**src/hw/rtl/rsi_pkg.sv**
```systemverilog
// rsi_pkg: shared constants, codes and controller/datapath handshake types
// for the streaming Wilder RSI block. No dependencies.
`timescale 1ns / 1ps

package rsi_pkg;

	localparam int PRICE_BITS_DEF = 32;
	localparam int EXTRA_BITS_DEF = 16;

	localparam int PERIOD_W = 8;
	localparam int CNT_W    = 9;
	localparam int RSI_W    = 23;
	localparam int RSI_FRAC = 16;
	localparam int RSI_SCALE = 100;
	// width of the multiplier 100 in 100*g, before it is shifted up by the fraction bits
	localparam int SCALE_W  = 7;

	localparam logic [PERIOD_W-1:0] PERIOD_RESET   = 8'd14;
	localparam logic [CNT_W-1:0]    SMOOTH_MARK    = 9'd256;
	localparam logic [RSI_W-1:0]    RSI_FULL_SCALE = 23'd6553600;

	typedef enum logic [2:0] {
		ST_IDLE,
		ST_EVAL,
		ST_MUL,
		ST_DIV_GO,
		ST_DIV_WAIT,
		ST_CHECK,
		ST_FINISH
	} ctrl_state_t;

	typedef enum logic [2:0] {
		OP_SEED_GAIN,
		OP_SEED_LOSS,
		OP_WILD_GAIN,
		OP_WILD_LOSS,
		OP_RATIO
	} div_op_t;

	typedef enum logic [1:0] {
		RES_ZERO,
		RES_FULL,
		RES_RATIO
	} res_sel_t;

	typedef struct packed {
		logic     load_in;
		logic     eval;
		logic     mul;
		logic     div_start;
		logic     div_write;
		logic     load_out;
		div_op_t  op;
		res_sel_t res_sel;
	} rsi_cmd_t;

	typedef struct packed {
		logic first;
		logic seeding;
		logic seed_full;
		logic loss_zero;
		logic div_done;
		logic out_free;
	} rsi_sts_t;

	function automatic int max_int(input int a, input int b);
		return (a > b) ? a : b;
	endfunction

endpackage

```
**src/hw/rtl/rsi_if.sv**
```systemverilog
// rsi_if: valid/ready channel interfaces for price samples, rsi results and
// the period register write. Depends on rsi_pkg.
`timescale 1ns / 1ps

interface rsi_in_if #(parameter int PRICE_BITS = 32) ();
	logic                  valid;
	logic                  ready;
	logic [PRICE_BITS-1:0] price;
	logic                  restart;

	modport source (output valid, output price, output restart, input ready);
	modport sink (input valid, input price, input restart, output ready);
endinterface

interface rsi_out_if import rsi_pkg::*; ();
	logic             valid;
	logic             ready;
	logic [RSI_W-1:0] rsi_value;
	logic             ready_res;

	modport source (output valid, output rsi_value, output ready_res, input ready);
	modport sink (input valid, input rsi_value, input ready_res, output ready);
endinterface

interface rsi_cfg_if import rsi_pkg::*; ();
	logic                valid;
	logic                ready;
	logic [PERIOD_W-1:0] data;

	modport source (output valid, output data, input ready);
	modport sink (input valid, input data, output ready);
endinterface

```
**src/hw/rtl/rsi_wilder_stream.sv**
```systemverilog
// rsi_wilder_stream: top level of the streaming Wilder RSI block.
// Depends on rsi_pkg, rsi_if, rsi_ctrl, rsi_dp and rsi_div.
`timescale 1ns / 1ps

// One price request in, one result out. A restart, the first sample, or a
// sample while the window is still filling goes from accept through the eval
// state to the finish state, which waits for a free output register. The
// request that completes the window, and every later one, runs two average
// divisions and the ratio division on one shared bit-serial divider; when
// the average loss is zero the ratio division is skipped.
// The next price is taken once the block is back in idle, even while the
// previous result still waits in the output register. The period register
// resets to 14 and may only be written while no request is in flight.
module rsi_wilder_stream import rsi_pkg::*; #(
	parameter int PRICE_BITS          = PRICE_BITS_DEF,
	parameter int EXTRA_FRACTION_BITS = EXTRA_BITS_DEF
) (
	input  logic     clk,
	input  logic     arst_n,
	rsi_in_if.sink   sample,
	rsi_out_if.source result,
	rsi_cfg_if.sink  cfg
);

	rsi_cmd_t cmd;
	rsi_sts_t sts;

	assign cfg.ready = 1'b1;

	rsi_ctrl u_ctrl (
		.clk      (clk),
		.arst_n   (arst_n),
		.in_valid (sample.valid),
		.in_ready (sample.ready),
		.sts      (sts),
		.cmd      (cmd)
	);

	rsi_dp #(
		.PRICE_BITS          (PRICE_BITS),
		.EXTRA_FRACTION_BITS (EXTRA_FRACTION_BITS)
	) u_dp (
		.clk       (clk),
		.arst_n    (arst_n),
		.cmd       (cmd),
		.sts       (sts),
		.price     (sample.price),
		.restart   (sample.restart),
		.cfg_valid (cfg.valid),
		.cfg_data  (cfg.data),
		.out_ready (result.ready),
		.out_valid (result.valid),
		.rsi_value (result.rsi_value),
		.ready_res (result.ready_res)
	);

	// a result that is not ready carries zero
	a_not_ready_zero: assert property (@(posedge clk) disable iff (!arst_n)
		result.valid && !result.ready_res |-> result.rsi_value == '0)
		else $error("rsi_value nonzero without ready_res");

	// the ratio never exceeds full scale
	a_full_scale: assert property (@(posedge clk) disable iff (!arst_n)
		result.valid |-> result.rsi_value <= RSI_FULL_SCALE)
		else $error("rsi_value above full scale");

	// one request at a time: intake closes right after an accept
	a_one_in_flight: assert property (@(posedge clk) disable iff (!arst_n)
		sample.valid && sample.ready |=> !sample.ready)
		else $error("second request accepted while busy");

	// a divider write command only comes with divider completion
	a_div_write: assert property (@(posedge clk) disable iff (!arst_n)
		cmd.div_write |-> sts.div_done)
		else $error("divider result written before done");

endmodule

```
**src/hw/rtl/rsi_div.sv**
```systemverilog
// rsi_div: restoring divider, one quotient bit per cycle, with a preloaded
// partial remainder. Depends on rsi_pkg only for the import convention.
`timescale 1ns / 1ps

module rsi_div import rsi_pkg::*; #(
	parameter int DEN_W  = 49,
	parameter int QMAX   = 48,
	parameter int STEP_W = 6
) (
	input  logic              clk,
	input  logic              arst_n,
	input  logic              start,
	input  logic [DEN_W-1:0]  rem_init,
	input  logic [QMAX-1:0]   low_init,
	input  logic [DEN_W-1:0]  den,
	input  logic [STEP_W-1:0] steps,
	output logic [QMAX-1:0]   quotient,
	output logic              done
);

	logic              busy_q;
	logic              done_q;
	logic [STEP_W-1:0] cnt_q;
	logic [DEN_W-1:0]  rem_q;
	logic [DEN_W-1:0]  den_q;
	logic [QMAX-1:0]   low_q;
	logic [QMAX-1:0]   quo_q;
	logic [DEN_W:0]    trial;
	logic              ge;

	always_comb begin
		trial = {rem_q, low_q[QMAX-1]};
		ge    = (trial >= {1'b0, den_q});
	end

	always_ff @(posedge clk or negedge arst_n) begin
		if (!arst_n) begin
			busy_q <= 1'b0;
			done_q <= 1'b0;
			cnt_q  <= '0;
		end else begin
			done_q <= 1'b0;
			if (start) begin
				busy_q <= 1'b1;
				cnt_q  <= steps;
			end else if (busy_q) begin
				cnt_q <= cnt_q - 1'b1;
				if (cnt_q == STEP_W'(1)) begin
					busy_q <= 1'b0;
					done_q <= 1'b1;
				end
			end
		end
	end

	always_ff @(posedge clk) begin
		if (start) begin
			rem_q <= rem_init;
			low_q <= low_init;
			den_q <= den;
			quo_q <= '0;
		end else if (busy_q) begin
			rem_q <= ge ? DEN_W'(trial - {1'b0, den_q}) : DEN_W'(trial);
			low_q <= low_q << 1;
			quo_q <= {quo_q[QMAX-2:0], ge};
		end
	end

	assign quotient = quo_q;
	assign done     = done_q;

endmodule

```
**src/hw/rtl/rsi_ctrl.sv**
```systemverilog
// rsi_ctrl: sequencer for one price request: state update, wilder products,
// the two average divisions and the final ratio. Depends on rsi_pkg.
`timescale 1ns / 1ps

module rsi_ctrl import rsi_pkg::*; (
	input  logic     clk,
	input  logic     arst_n,
	input  logic     in_valid,
	output logic     in_ready,
	input  rsi_sts_t sts,
	output rsi_cmd_t cmd
);

	ctrl_state_t state_q, state_d;
	div_op_t     op_q, op_d;
	res_sel_t    res_q, res_d;

	always_ff @(posedge clk or negedge arst_n) begin
		if (!arst_n) begin
			state_q <= ST_IDLE;
			op_q    <= OP_SEED_GAIN;
			res_q   <= RES_ZERO;
		end else begin
			state_q <= state_d;
			op_q    <= op_d;
			res_q   <= res_d;
		end
	end

	always_comb begin
		state_d     = state_q;
		op_d        = op_q;
		res_d       = res_q;
		in_ready    = 1'b0;
		cmd         = '0;
		cmd.op      = op_q;
		cmd.res_sel = res_q;

		unique case (state_q)
			ST_IDLE: begin
				in_ready = 1'b1;
				if (in_valid) begin
					cmd.load_in = 1'b1;
					state_d     = ST_EVAL;
				end
			end
			ST_EVAL: begin
				cmd.eval = 1'b1;
				if (sts.first) begin
					res_d   = RES_ZERO;
					state_d = ST_FINISH;
				end else if (sts.seeding) begin
					if (sts.seed_full) begin
						op_d    = OP_SEED_GAIN;
						state_d = ST_DIV_GO;
					end else begin
						res_d   = RES_ZERO;
						state_d = ST_FINISH;
					end
				end else begin
					state_d = ST_MUL;
				end
			end
			ST_MUL: begin
				cmd.mul = 1'b1;
				op_d    = OP_WILD_GAIN;
				state_d = ST_DIV_GO;
			end
			ST_DIV_GO: begin
				cmd.div_start = 1'b1;
				state_d       = ST_DIV_WAIT;
			end
			ST_DIV_WAIT: begin
				if (sts.div_done) begin
					cmd.div_write = 1'b1;
					unique case (op_q) inside
						OP_SEED_GAIN: begin
							op_d    = OP_SEED_LOSS;
							state_d = ST_DIV_GO;
						end
						OP_WILD_GAIN: begin
							op_d    = OP_WILD_LOSS;
							state_d = ST_DIV_GO;
						end
						OP_SEED_LOSS, OP_WILD_LOSS: begin
							state_d = ST_CHECK;
						end
						OP_RATIO: begin
							res_d   = RES_RATIO;
							state_d = ST_FINISH;
						end
						default: begin
							state_d = ST_IDLE;
						end
					endcase
				end
			end
			ST_CHECK: begin
				// zero loss (and zero gain too) reads as full scale
				if (sts.loss_zero) begin
					res_d   = RES_FULL;
					state_d = ST_FINISH;
				end else begin
					op_d    = OP_RATIO;
					state_d = ST_DIV_GO;
				end
			end
			ST_FINISH: begin
				if (sts.out_free) begin
					cmd.load_out = 1'b1;
					state_d      = ST_IDLE;
				end
			end
			default: begin
				state_d = ST_IDLE;
			end
		endcase
	end

endmodule

```
**src/hw/rtl/rsi_dp.sv**
```systemverilog
// rsi_dp: series state, period register, wilder products, divider operand
// selection and the result register. Depends on rsi_pkg and rsi_div.
`timescale 1ns / 1ps

module rsi_dp import rsi_pkg::*; #(
	parameter int PRICE_BITS          = PRICE_BITS_DEF,
	parameter int EXTRA_FRACTION_BITS = EXTRA_BITS_DEF
) (
	input  logic                  clk,
	input  logic                  arst_n,
	input  rsi_cmd_t              cmd,
	output rsi_sts_t              sts,
	input  logic [PRICE_BITS-1:0] price,
	input  logic                  restart,
	input  logic                  cfg_valid,
	input  logic [PERIOD_W-1:0]   cfg_data,
	input  logic                  out_ready,
	output logic                  out_valid,
	output logic [RSI_W-1:0]      rsi_value,
	output logic                  ready_res
);

	// averages carry the extra fraction bits; seeding sums need 8 more bits
	localparam int QB     = PRICE_BITS + EXTRA_FRACTION_BITS;
	localparam int AVG_W  = PRICE_BITS + max_int(PERIOD_W, EXTRA_FRACTION_BITS);
	localparam int SUM_W  = PRICE_BITS + PERIOD_W;
	localparam int PROD_W = QB + PERIOD_W;
	localparam int NUM_W  = QB + CNT_W;
	localparam int DEN_W  = QB + 1;
	localparam int QMAX   = max_int(QB, RSI_W);
	localparam int HUND_W = QB + SCALE_W;
	localparam int RAT_W  = HUND_W + RSI_FRAC;
	localparam int STEP_W = $clog2(QMAX + 1);

	logic [PERIOD_W-1:0]   period_q;
	logic [PRICE_BITS-1:0] prev_q;
	logic [CNT_W-1:0]      cnt_q;
	logic                  have_q;
	logic [AVG_W-1:0]      avg_g_q;
	logic [AVG_W-1:0]      avg_l_q;
	logic                  out_valid_q;

	logic [PRICE_BITS-1:0] price_q;
	logic                  restart_q;
	logic [PERIOD_W-1:0]   p_q;
	logic [PRICE_BITS-1:0] gain_q;
	logic [PRICE_BITS-1:0] loss_q;
	logic [PROD_W-1:0]     prod_g_q;
	logic [PROD_W-1:0]     prod_l_q;
	logic [RSI_W-1:0]      rsi_q;
	logic                  rdy_q;

	logic [PRICE_BITS-1:0] gain;
	logic [PRICE_BITS-1:0] loss;
	logic [CNT_W-1:0]      cnt_inc;
	logic [PERIOD_W-1:0]   pm1;
	logic [PROD_W-1:0]     prod_g;
	logic [PROD_W-1:0]     prod_l;
	logic [NUM_W-1:0]      num;
	logic [HUND_W-1:0]     hund;
	logic [RAT_W-1:0]      rnum;
	logic [DEN_W-1:0]      div_rem;
	logic [QMAX-1:0]       div_low;
	logic [DEN_W-1:0]      div_den;
	logic [STEP_W-1:0]     div_steps;
	logic [QMAX-1:0]       quo;
	logic                  div_done;

	always_comb begin
		gain    = (price_q > prev_q) ? price_q - prev_q : '0;
		loss    = (prev_q > price_q) ? prev_q - price_q : '0;
		cnt_inc = cnt_q + 1'b1;
		pm1     = p_q - 1'b1;
		prod_g  = pm1 * avg_g_q[QB-1:0];
		prod_l  = pm1 * avg_l_q[QB-1:0];
		hund    = HUND_W'(avg_g_q[QB-1:0]) * HUND_W'(RSI_SCALE);
		rnum    = {hund, {RSI_FRAC{1'b0}}};
	end

	always_comb begin
		sts.first     = restart_q || !have_q;
		sts.seeding   = !cnt_q[CNT_W-1];
		sts.seed_full = (cnt_inc >= {1'b0, p_q});
		sts.loss_zero = (avg_l_q == '0);
		sts.div_done  = div_done;
		sts.out_free  = !out_valid_q || out_ready;
	end

	// divider operands; quotient of seed and wilder steps always fits QB bits
	always_comb begin
		num       = '0;
		div_rem   = '0;
		div_low   = '0;
		div_den   = '0;
		div_steps = STEP_W'(QB);
		unique case (cmd.op)
			OP_SEED_GAIN: begin
				num     = NUM_W'(avg_g_q[SUM_W-1:0]) << EXTRA_FRACTION_BITS;
				div_den = DEN_W'(cnt_q);
			end
			OP_SEED_LOSS: begin
				num     = NUM_W'(avg_l_q[SUM_W-1:0]) << EXTRA_FRACTION_BITS;
				div_den = DEN_W'(cnt_q);
			end
			OP_WILD_GAIN: begin
				num     = NUM_W'(prod_g_q) + (NUM_W'(gain_q) << EXTRA_FRACTION_BITS);
				div_den = DEN_W'(p_q);
			end
			OP_WILD_LOSS: begin
				num     = NUM_W'(prod_l_q) + (NUM_W'(loss_q) << EXTRA_FRACTION_BITS);
				div_den = DEN_W'(p_q);
			end
			OP_RATIO: begin
				div_den = DEN_W'({1'b0, avg_g_q[QB-1:0]}) + DEN_W'({1'b0, avg_l_q[QB-1:0]});
			end
			default: begin
				div_den = '0;
			end
		endcase
		if (cmd.op == OP_RATIO) begin
			// quotient is below 2^RSI_W, so the upper part is below the divisor
			div_rem   = DEN_W'(rnum >> RSI_W);
			div_low   = QMAX'(rnum[RSI_W-1:0]) << (QMAX - RSI_W);
			div_steps = STEP_W'(RSI_W);
		end else begin
			div_rem   = DEN_W'(num >> QB);
			div_low   = QMAX'(num[QB-1:0]) << (QMAX - QB);
		end
	end

	rsi_div #(
		.DEN_W  (DEN_W),
		.QMAX   (QMAX),
		.STEP_W (STEP_W)
	) u_div (
		.clk      (clk),
		.arst_n   (arst_n),
		.start    (cmd.div_start),
		.rem_init (div_rem),
		.low_init (div_low),
		.den      (div_den),
		.steps    (div_steps),
		.quotient (quo),
		.done     (div_done)
	);

	always_ff @(posedge clk or negedge arst_n) begin
		if (!arst_n) begin
			period_q    <= PERIOD_RESET;
			prev_q      <= '0;
			cnt_q       <= '0;
			have_q      <= 1'b0;
			avg_g_q     <= '0;
			avg_l_q     <= '0;
			out_valid_q <= 1'b0;
		end else begin
			if (cfg_valid) begin
				period_q <= cfg_data;
			end
			if (cmd.eval) begin
				prev_q <= price_q;
				if (sts.first) begin
					cnt_q   <= '0;
					avg_g_q <= '0;
					avg_l_q <= '0;
					have_q  <= 1'b1;
				end else if (sts.seeding) begin
					avg_g_q <= avg_g_q + AVG_W'(gain);
					avg_l_q <= avg_l_q + AVG_W'(loss);
					cnt_q   <= cnt_inc;
				end
			end
			if (cmd.div_write) begin
				case (cmd.op) inside
					OP_SEED_GAIN, OP_WILD_GAIN: avg_g_q <= AVG_W'(quo[QB-1:0]);
					OP_SEED_LOSS: begin
						avg_l_q <= AVG_W'(quo[QB-1:0]);
						cnt_q   <= SMOOTH_MARK;
					end
					OP_WILD_LOSS: avg_l_q <= AVG_W'(quo[QB-1:0]);
					default: ;
				endcase
			end
			if (cmd.load_out) begin
				out_valid_q <= 1'b1;
			end else if (out_ready) begin
				out_valid_q <= 1'b0;
			end
		end
	end

	always_ff @(posedge clk) begin
		if (cmd.load_in) begin
			price_q   <= price;
			restart_q <= restart;
			// period zero acts as period one
			p_q       <= (period_q == '0) ? PERIOD_W'(1) : period_q;
		end
		if (cmd.eval) begin
			gain_q <= gain;
			loss_q <= loss;
		end
		if (cmd.mul) begin
			prod_g_q <= prod_g;
			prod_l_q <= prod_l;
		end
		if (cmd.load_out) begin
			unique case (cmd.res_sel)
				RES_FULL: begin
					rsi_q <= RSI_FULL_SCALE;
					rdy_q <= 1'b1;
				end
				RES_RATIO: begin
					rsi_q <= quo[RSI_W-1:0];
					rdy_q <= 1'b1;
				end
				default: begin
					rsi_q <= '0;
					rdy_q <= 1'b0;
				end
			endcase
		end
	end

	assign out_valid = out_valid_q;
	assign rsi_value = rsi_q;
	assign ready_res = rdy_q;

endmodule

```
**src/flat_wrapper.sv**
```systemverilog
// flat-port wrapper written by rule: the top's interface ports become plain ports
module rsi_wilder_stream_flat import rsi_pkg::*;
#(
	parameter int PRICE_BITS          = PRICE_BITS_DEF,
	parameter int EXTRA_FRACTION_BITS = EXTRA_BITS_DEF
)
  (clk, arst_n, sample_valid, sample_price, sample_restart, sample_ready, result_valid, result_rsi_value, result_ready_res, result_ready, cfg_valid, cfg_data, cfg_ready);
  rsi_in_if #(.PRICE_BITS(PRICE_BITS)) sample_i ();
  rsi_out_if result_i ();
  rsi_cfg_if cfg_i ();
  input  logic clk;
  input  logic arst_n;
  input wire logic [$bits(sample_i.valid)-1:0] sample_valid;
  input wire logic [$bits(sample_i.price)-1:0] sample_price;
  input wire logic [$bits(sample_i.restart)-1:0] sample_restart;
  output wire logic [$bits(sample_i.ready)-1:0] sample_ready;
  output wire logic [$bits(result_i.valid)-1:0] result_valid;
  output wire logic [$bits(result_i.rsi_value)-1:0] result_rsi_value;
  output wire logic [$bits(result_i.ready_res)-1:0] result_ready_res;
  input wire logic [$bits(result_i.ready)-1:0] result_ready;
  input wire logic [$bits(cfg_i.valid)-1:0] cfg_valid;
  input wire logic [$bits(cfg_i.data)-1:0] cfg_data;
  output wire logic [$bits(cfg_i.ready)-1:0] cfg_ready;
  assign sample_i.valid = sample_valid;
  assign sample_i.price = sample_price;
  assign sample_i.restart = sample_restart;
  assign sample_ready = sample_i.ready;
  assign result_valid = result_i.valid;
  assign result_rsi_value = result_i.rsi_value;
  assign result_ready_res = result_i.ready_res;
  assign result_i.ready = result_ready;
  assign cfg_i.valid = cfg_valid;
  assign cfg_i.data = cfg_data;
  assign cfg_ready = cfg_i.ready;
  rsi_wilder_stream #(.PRICE_BITS(PRICE_BITS), .EXTRA_FRACTION_BITS(EXTRA_FRACTION_BITS)) u_core (.clk(clk), .arst_n(arst_n), .sample(sample_i), .result(result_i), .cfg(cfg_i));
endmodule
```
**config.mk**
```make
export PLATFORM = sky130hd
export DESIGN_NAME = rsi_wilder_stream_flat
export DESIGN_NICKNAME = d
export VERILOG_FILES = /design/src/hw/rtl/rsi_pkg.sv /design/src/hw/rtl/rsi_if.sv /design/src/hw/rtl/rsi_wilder_stream.sv /design/src/hw/rtl/rsi_div.sv /design/src/hw/rtl/rsi_ctrl.sv /design/src/hw/rtl/rsi_dp.sv /design/src/flat_wrapper.sv
export SDC_FILE = /design/constraint.sdc
export NUM_CORES = 2
export LEC_CHECK = 0
export BUFFER_PORTS_ARGS = -buffer_cell sky130_fd_sc_hd__buf_4
export CAP_MARGIN = 20
export CORE_MARGIN = 4
export CORE_UTILIZATION = 40
export DETAILED_ROUTE_END_ITERATION = 8
export SLEW_MARGIN = 20
export SYNTH_ARGS = -nofsm -noshare
export SYNTH_HDL_FRONTEND = slang
export SYNTH_SLANG_ARGS = --single-unit
```
**constraint.sdc**
```tcl
create_clock -name clk -period 9.51 [get_ports clk]
set_input_delay 2.853 -clock clk [delete_from_list [all_inputs] [get_ports clk]]
set_output_delay 2.853 -clock clk [all_outputs]
set_load 0.1 [all_outputs]
```
# After elaboration in Yosys (flattened, before gate mapping)
# Cells that the tools add are included.
[word_totals]
reg_bits = 598
in_bits = 46
[op_classes]
mux = 75
n_eq_ne = 25
addsub = 11
n_reduce_logical = 21
magnitude_cmp = 4
multipliers = 3
[op_table]
columns = ["op", "n"]
rows = [
  ["$mux W48", 16],
  ["$pmux W57 S4", 1],
  ["$mux W49", 3],
  ["$pmux W49 S3", 1],
  ["$add A56 B48 Y57", 2],
  ["$mul A8 B48 Y56", 2],
  ["$add A48 B32 Y48", 2],
  ["$gt A32 B32 Y1", 2],
  ["$mux W32", 2],
  ["$sub A32 B32 Y32", 2],
  ["$mux W9", 6],
  ["$mul A48 B5 Y53 const B", 1],
  ["$ge A50 B49 Y1", 1],
  ["$add A48 B48 Y49", 1],
  ["$sub A49 B49 Y49", 1],
  ["$logic_not A48 Y1", 1],
  ["$pmux W23 S2", 1],
  ["$mux W3", 12],
  ["$pmux W3 S7", 1],
  ["$mux W1", 19],
  ["$mux W6", 3],
  ["$eq A3 B2 Y1 const B", 4],
  ["$eq A3 B3 Y1 const B", 4],
  ["$mux W2", 6],
  ["other kinds (28)", 45],
]

# Logic depth before layout (Yosys ltp)
[depth]
word_depth = 10
depth_mapped = 28
ltp_nobuf = 27

# Hierarchy
# A second synthesis with hierarchy kept.
[hier_totals]
cells_unflattened = 7970
area_unflattened_um2 = 70376.2
[by_module_without_submodules]
columns = ["module", "instances", "area_per_inst_um2", "cells_per_inst"]
rows = [
  ["rsi_dp", 1, 58736.3, 6872],
  ["rsi_div", 1, 10996.8, 1024],
  ["rsi_ctrl", 1, 631.9, 72],
  ["rsi_wilder_stream", 1, 11.3, 2],
]

# Worst setup path after synthesis
# OpenSTA, ideal clock, no wires.
[synth_path]
path_kind = "register -> register"
startpoint = "register u_core.u_ctrl.state_q[0]"
endpoint = "register u_core.u_ctrl.op_q[2]"
path_stages_with_launch = 6
path_slack_ns = -0.122
synth_period_minus_slack_ns = 9.632
setup_ns = 0.119
n_path_buf = 1
t_required_ns = 9.391
t_arrival_ns = 9.513
cell_sequence = "dfrtp_1 > clkbuf_1 > nor3b_1 > a211oi_1 > or3_1 > a21bo_2"
[synth_via]
elab_chain_cells = 3
elab_cells_between_ends = 13
classes_between = "10 x eq/ne; 1 x mux; 2 x reduce/logical"
[synth_rtl]
columns = ["item", "line_no", "source"]
rows = [
  ["from (decl)", "rsi_ctrl.sv:14", "ctrl_state_t state_q, state_d;"],
  ["from (signal assigned)", "rsi_ctrl.sv:24", "state_q <= state_d;"],
  ["$eq A3 B3 Y1, or another cell as far along", "rsi_ctrl.sv:39", "unique case (state_q)"],
  ["$ne A3 B3 Y1 (no source line), or another cell as far along", "-", ""],
  ["$reduce_and A7 Y1 (no source line)", "-", ""],
  ["to (signal assigned)", "rsi_ctrl.sv:25", "op_q <= op_d;"],
  ["to (decl)", "rsi_ctrl.sv:15", "div_op_t op_q, op_d;"],
]
# Parallel ways exist; a longest one is shown, timed or not.
# A chain may end at the register's enable or synchronous reset.

# Worst setup path in the final report
[layout_path]
startpoint = "register u_core.u_dp.p_q[0]"
endpoint = "register u_core.u_dp.prod_g_q[49], data pin"
[layout_via]
elab_chain_cells = 2
[layout_rtl]
columns = ["item", "line_no", "source"]
rows = [
  ["from (decl)", "rsi_dp.sv:45", "logic [PERIOD_W-1:0] p_q;"],
  ["from (signal assigned)", "rsi_dp.sv:197", "p_q <= (period_q == '0) ? PERIOD_W'(1) : period_q;"],
  ["$sub A8 B1 Y8", "rsi_dp.sv:73", "pm1 = p_q - 1'b1;"],
  ["$mul A8 B48 Y56", "rsi_dp.sv:74", "prod_g = pm1 * avg_g_q[QB-1:0];"],
  ["via u_core.u_dp.prod_g[49]", "rsi_dp.sv:57", "logic [PROD_W-1:0] prod_g;"],
  ["to (signal assigned)", "rsi_dp.sv:204", "prod_g_q <= prod_g;"],
  ["to (decl)", "rsi_dp.sv:48", "logic [PROD_W-1:0] prod_g_q;"],
]
# The timed path passes the listed nets, and every way through them passes these cells.

==> flow_metrics.py <==
metrics = {
    "timing": {
        "layout_min_cycle_time_ns": 8.00,
        "drv_slew": 0,
        "hold_viol_final": 0,
        "clock.fmax_mhz": 125,
        "rsz0062_at_grt": "false",
        "tns_ns": 0,
        "skew_ns": 0.0497,
        "setup_viol": 0,
        "layout_setup_ws_ns": 1.51,
        "tightestPinTransition_ns": 1.10,
        "fin_crit_sh": 0.841,
        "relSlewSlack": 0.267,
    },
    "final_layout": {
        "finalNetCount": 9170,
        "n_fill_cell": 17100,
        "syn_to_final_growth_pct": 8.61,
        "fin_util": 0.437,
        "instances_no_fill": 10300,
        "final_layout_size_suffix_gt1_frac": 0.0576,
    },
    "worst_setup_path": {
        "reg2reg_depth": 25,
        "cp-start-kind": "flop",
        "critical_path_class": "reg2reg",
        "crit_arrival_ns": 8.47,
        "max_stage_delay_ns": 0.68,
        "critPathCaptureType": "flop",
        "path_max_fanout": 35,
        "cp_data_required_time_ns": 9.98,
        "path_common_cell": "fa_1",
        "critPathSlowestCell": "edfxtp_1",
        "reg2reg_slack_ns": 1.51,
    },
    "placement": {
        "io_buffers": 71,
        "pre_cts_ws_ns": 1.57,
        "dpl.cell_count": 10200,
        "dp_hpwl_mm": 202,
        "place_congestion": 0.990,
    },
    "clocking": {
        "tritoncts": "yes",
        "clk_pin_slew_ns": 0.06,
        "numCtsBuffers": 79,
        "root_buffer": "clkbuf_16",
        "cts_resized": 0,
        "cts_setup_buffers": 0,
        "clkLatencyLatePin_ns": 0.74,
        "htreeDepth": 3,
        "clockBufferDepth": 3,
        "hold_buffers": 0,
        "cts_sinks": 598,
    },
    "pwr": {
        "total_power_mw": 26.2,
        "internal_power_mw": 12.2,
        "ir_drop_uv": 197,
        "p_leak_nw": 35.1,
        "power_density_mw_per_mm2": 344,
        "p_comb_frac": 0.685,
        "pwr-share-clk": 0.120,
        "seqPwrFrac": 0.195,
        "p_sw_mw": 14.0,
        "swShare": 0.534,
    },
    "synthesis": {
        "syn_inst": 7975,
        "synth_top_area_cell": "fa_1",
        "syn-num-nets": 9229,
        "synthArstFlopShare": 0.273,
        "synthMuxAreaShare": 0.0203,
        "ys_seq_area_frac": 0.238,
        "yosys.area_share.simple": 0.164,
        "synthAdderAreaFrac": 0.280,
        "synth-warning-count": 0,
        "yosysTopAreaCellShare": 0.172,
        "synth_area_leaders": "fa_1, edfxtp_1, ha_1, inv_1, dfrtp_1",
        "synth_edf_count": 387,
        "ys_ff_latch": 598,
        "synth.distinct_cells": 109,
        "synth_compound_area_frac": 0.167,
        "synth_area_sq_mm": 0.0702,
        "syn_area_per_cell_sq_um": 8.80,
        "synth-xor-area-share": 0.0531,
        "ys.flop_type": "edfxtp_1",
        "synth_top_family_by_area": "adder cells",
    },
    "routing": {
        "drc": 0,
        "dr_wl_met3_mm": 20.4,
        "wl_met2_mm": 121,
        "highest_layer": "met5",
        "wl_mm": 263,
        "drt_pass1_iterations": 6,
        "detail-route-antenna-nets": 0,
        "num_vias": 60200,
        "routed_via_density": 5.84,
        "m1WireLength_mm": 105,
        "initialDrtViolationCount": 5372,
        "wl_per_cell_microns": 25.4,
    },
    "min_path": {
        "worstHoldPathType": "reg2reg",
        "whs_path_depth": 0,
    },
    "flow_run": {
        "max-cap-violations": 0,
    },
    "global_routing": {
        "grt_pass1_vias": 60100,
        "grt_max_degree": 76,
        "grt_pass1_wl_mm": 387,
        "grtUsageTotal": 0.285,
        "antenna_found_initial": 28,
        "grt-ovfl-total": 0,
    },
    "floorplanning": {
        "core_sq_mm": 0.174,
        "die_w_microns": 427,
        "die_h_microns": 427,
        "die_area_sq_mm": 0.182,
        "row_count": 153,
        "io_pins": 73,
        "start_util": 0.403,
    },
    "outcome": {
        "status": "complete, no violations",
    },
}
## power groups by stage
stage                     clock network (mW)  registers [mW]  logic, mW
after detailed placement                   0            5.11       17.5
after global routing                    3.30            5.15       19.4
after global placement                     0            5.11       17.5
after CTS                               3.21            5.08       17.7
after floorplan                            0            4.79       11.8
final                                   3.15            5.11       17.9
## layer usage
layer / up-vias / GRT usage
li1: 27000 / -
met1: 30100 / 0.360
met2: 2545 / 0.467
met3: 623 / 0.0504
met4: 2 / 0.146
met5: - / 0
## through the flow
step	instance area, sq um	hold WS (ns)
floorplan	70200	0.446
global placement	73500	0.470
detailed placement	73500	0.455
CTS	76200	0.479
global route	76200	0.496
finish	76200	0.481
## synth_stat cells, drive strengths merged (140+ instances only)
cell type	n
edfxtp	387
inv	1083
nand2	549
ha	605
dfrtp	160
fa	603
o21ai	370
a21o	278
clkbuf	295
nor2	735
and2	352
xnor2	285
xor2	140
a21oi	478
## placed cells by master (no fill, tap or decap), drive strengths merged, types with 25 or more instances in the layout
master	n
buf	217
clkbuf	101
o22ai	56
fa	603
and3	50
mux2i	122
dfxtp	48
o21bai	71
ha	605
a21o	278
and2	352
a211oi	66
o21ai	370
o211ai	38
a31oi	67
a21oi	478
xnor2	285
nor2	735
o31ai	35
nand4	82
nand3	102
inv	1088
nor2b	80
o21a	50
nand2	549
clkinv	33
a221oi	61
nor4	32
xor2	140
or3	41
dfrtp	160
edfxtp	387
nand2b	136
a22oi	25
nor3	122
## sequential cells by signal (all words and copies together), names as in the netlist, 9 cells and up
signal and flops:
u_core.u_dp.cnt_q 9, u_core.u_dp.u_div.rem_q 49, u_core.u_dp.prev_q 32, u_core.u_dp.prod_g_q 56
u_core.u_dp.loss_q 32, u_core.u_dp.u_div.low_q 48, u_core.u_dp.avg_l_q 48, u_core.u_dp.prod_l_q 56
u_core.u_dp.avg_g_q 48, u_core.u_dp.gain_q 32, u_core.u_dp.rsi_value 23, u_core.u_dp.u_div.quotient 48
u_core.u_dp.u_div.den_q 49, u_core.u_dp.price_q 32
## logic make-up after synthesis
family	after synthesis
compound gates	1793
xor+xnor	425
fa+ha+maj	1208
buf+inv	1446
flops	598
mux	137
other cells	1
simple gates	2367
## critical path: cells and delay by family, from the launching register on
kind | cells | cell delay, ns
AOI/OAI and AO/OA | 7 | 1.78
buffers and inverters | 5 | 1.05
DFF | 1 | 0.68
adders and majority gates | 5 | 2.31
xor gates and xnor gates | 2 | 0.39
and+or+nand+nor | 6 | 1.53
## final cells by class
cell class,instances,area (sq um),area share
antenna,13,32.5,0.000427
sequential,598,16700,0.219
timing repair buffer,218,1640,0.0216
tap,2325,2910,0.0382
clock inverter,46,522,0.00685
inverter,1088,4090,0.0537
multi-input combinational,5931,48100,0.632
clock buffer,100,2190,0.0288
## final timing paths
check                                   startpoint                       end
max                             u_core.u_dp.p_q[0]  u_core.u_dp.prod_g_q[49]
min                        u_core.u_dp.period_q[5]        u_core.u_dp.p_q[5]
max reg2reg                     u_core.u_dp.p_q[0]  u_core.u_dp.prod_g_q[49]
min reg2reg                u_core.u_dp.period_q[5]        u_core.u_dp.p_q[5]
max in group asynchronous                   arst_n   u_core.u_dp.avg_g_q[35]
min in group asynchronous                   arst_n    u_core.u_dp.prev_q[16]
Power figures use the tool's default switching activity.
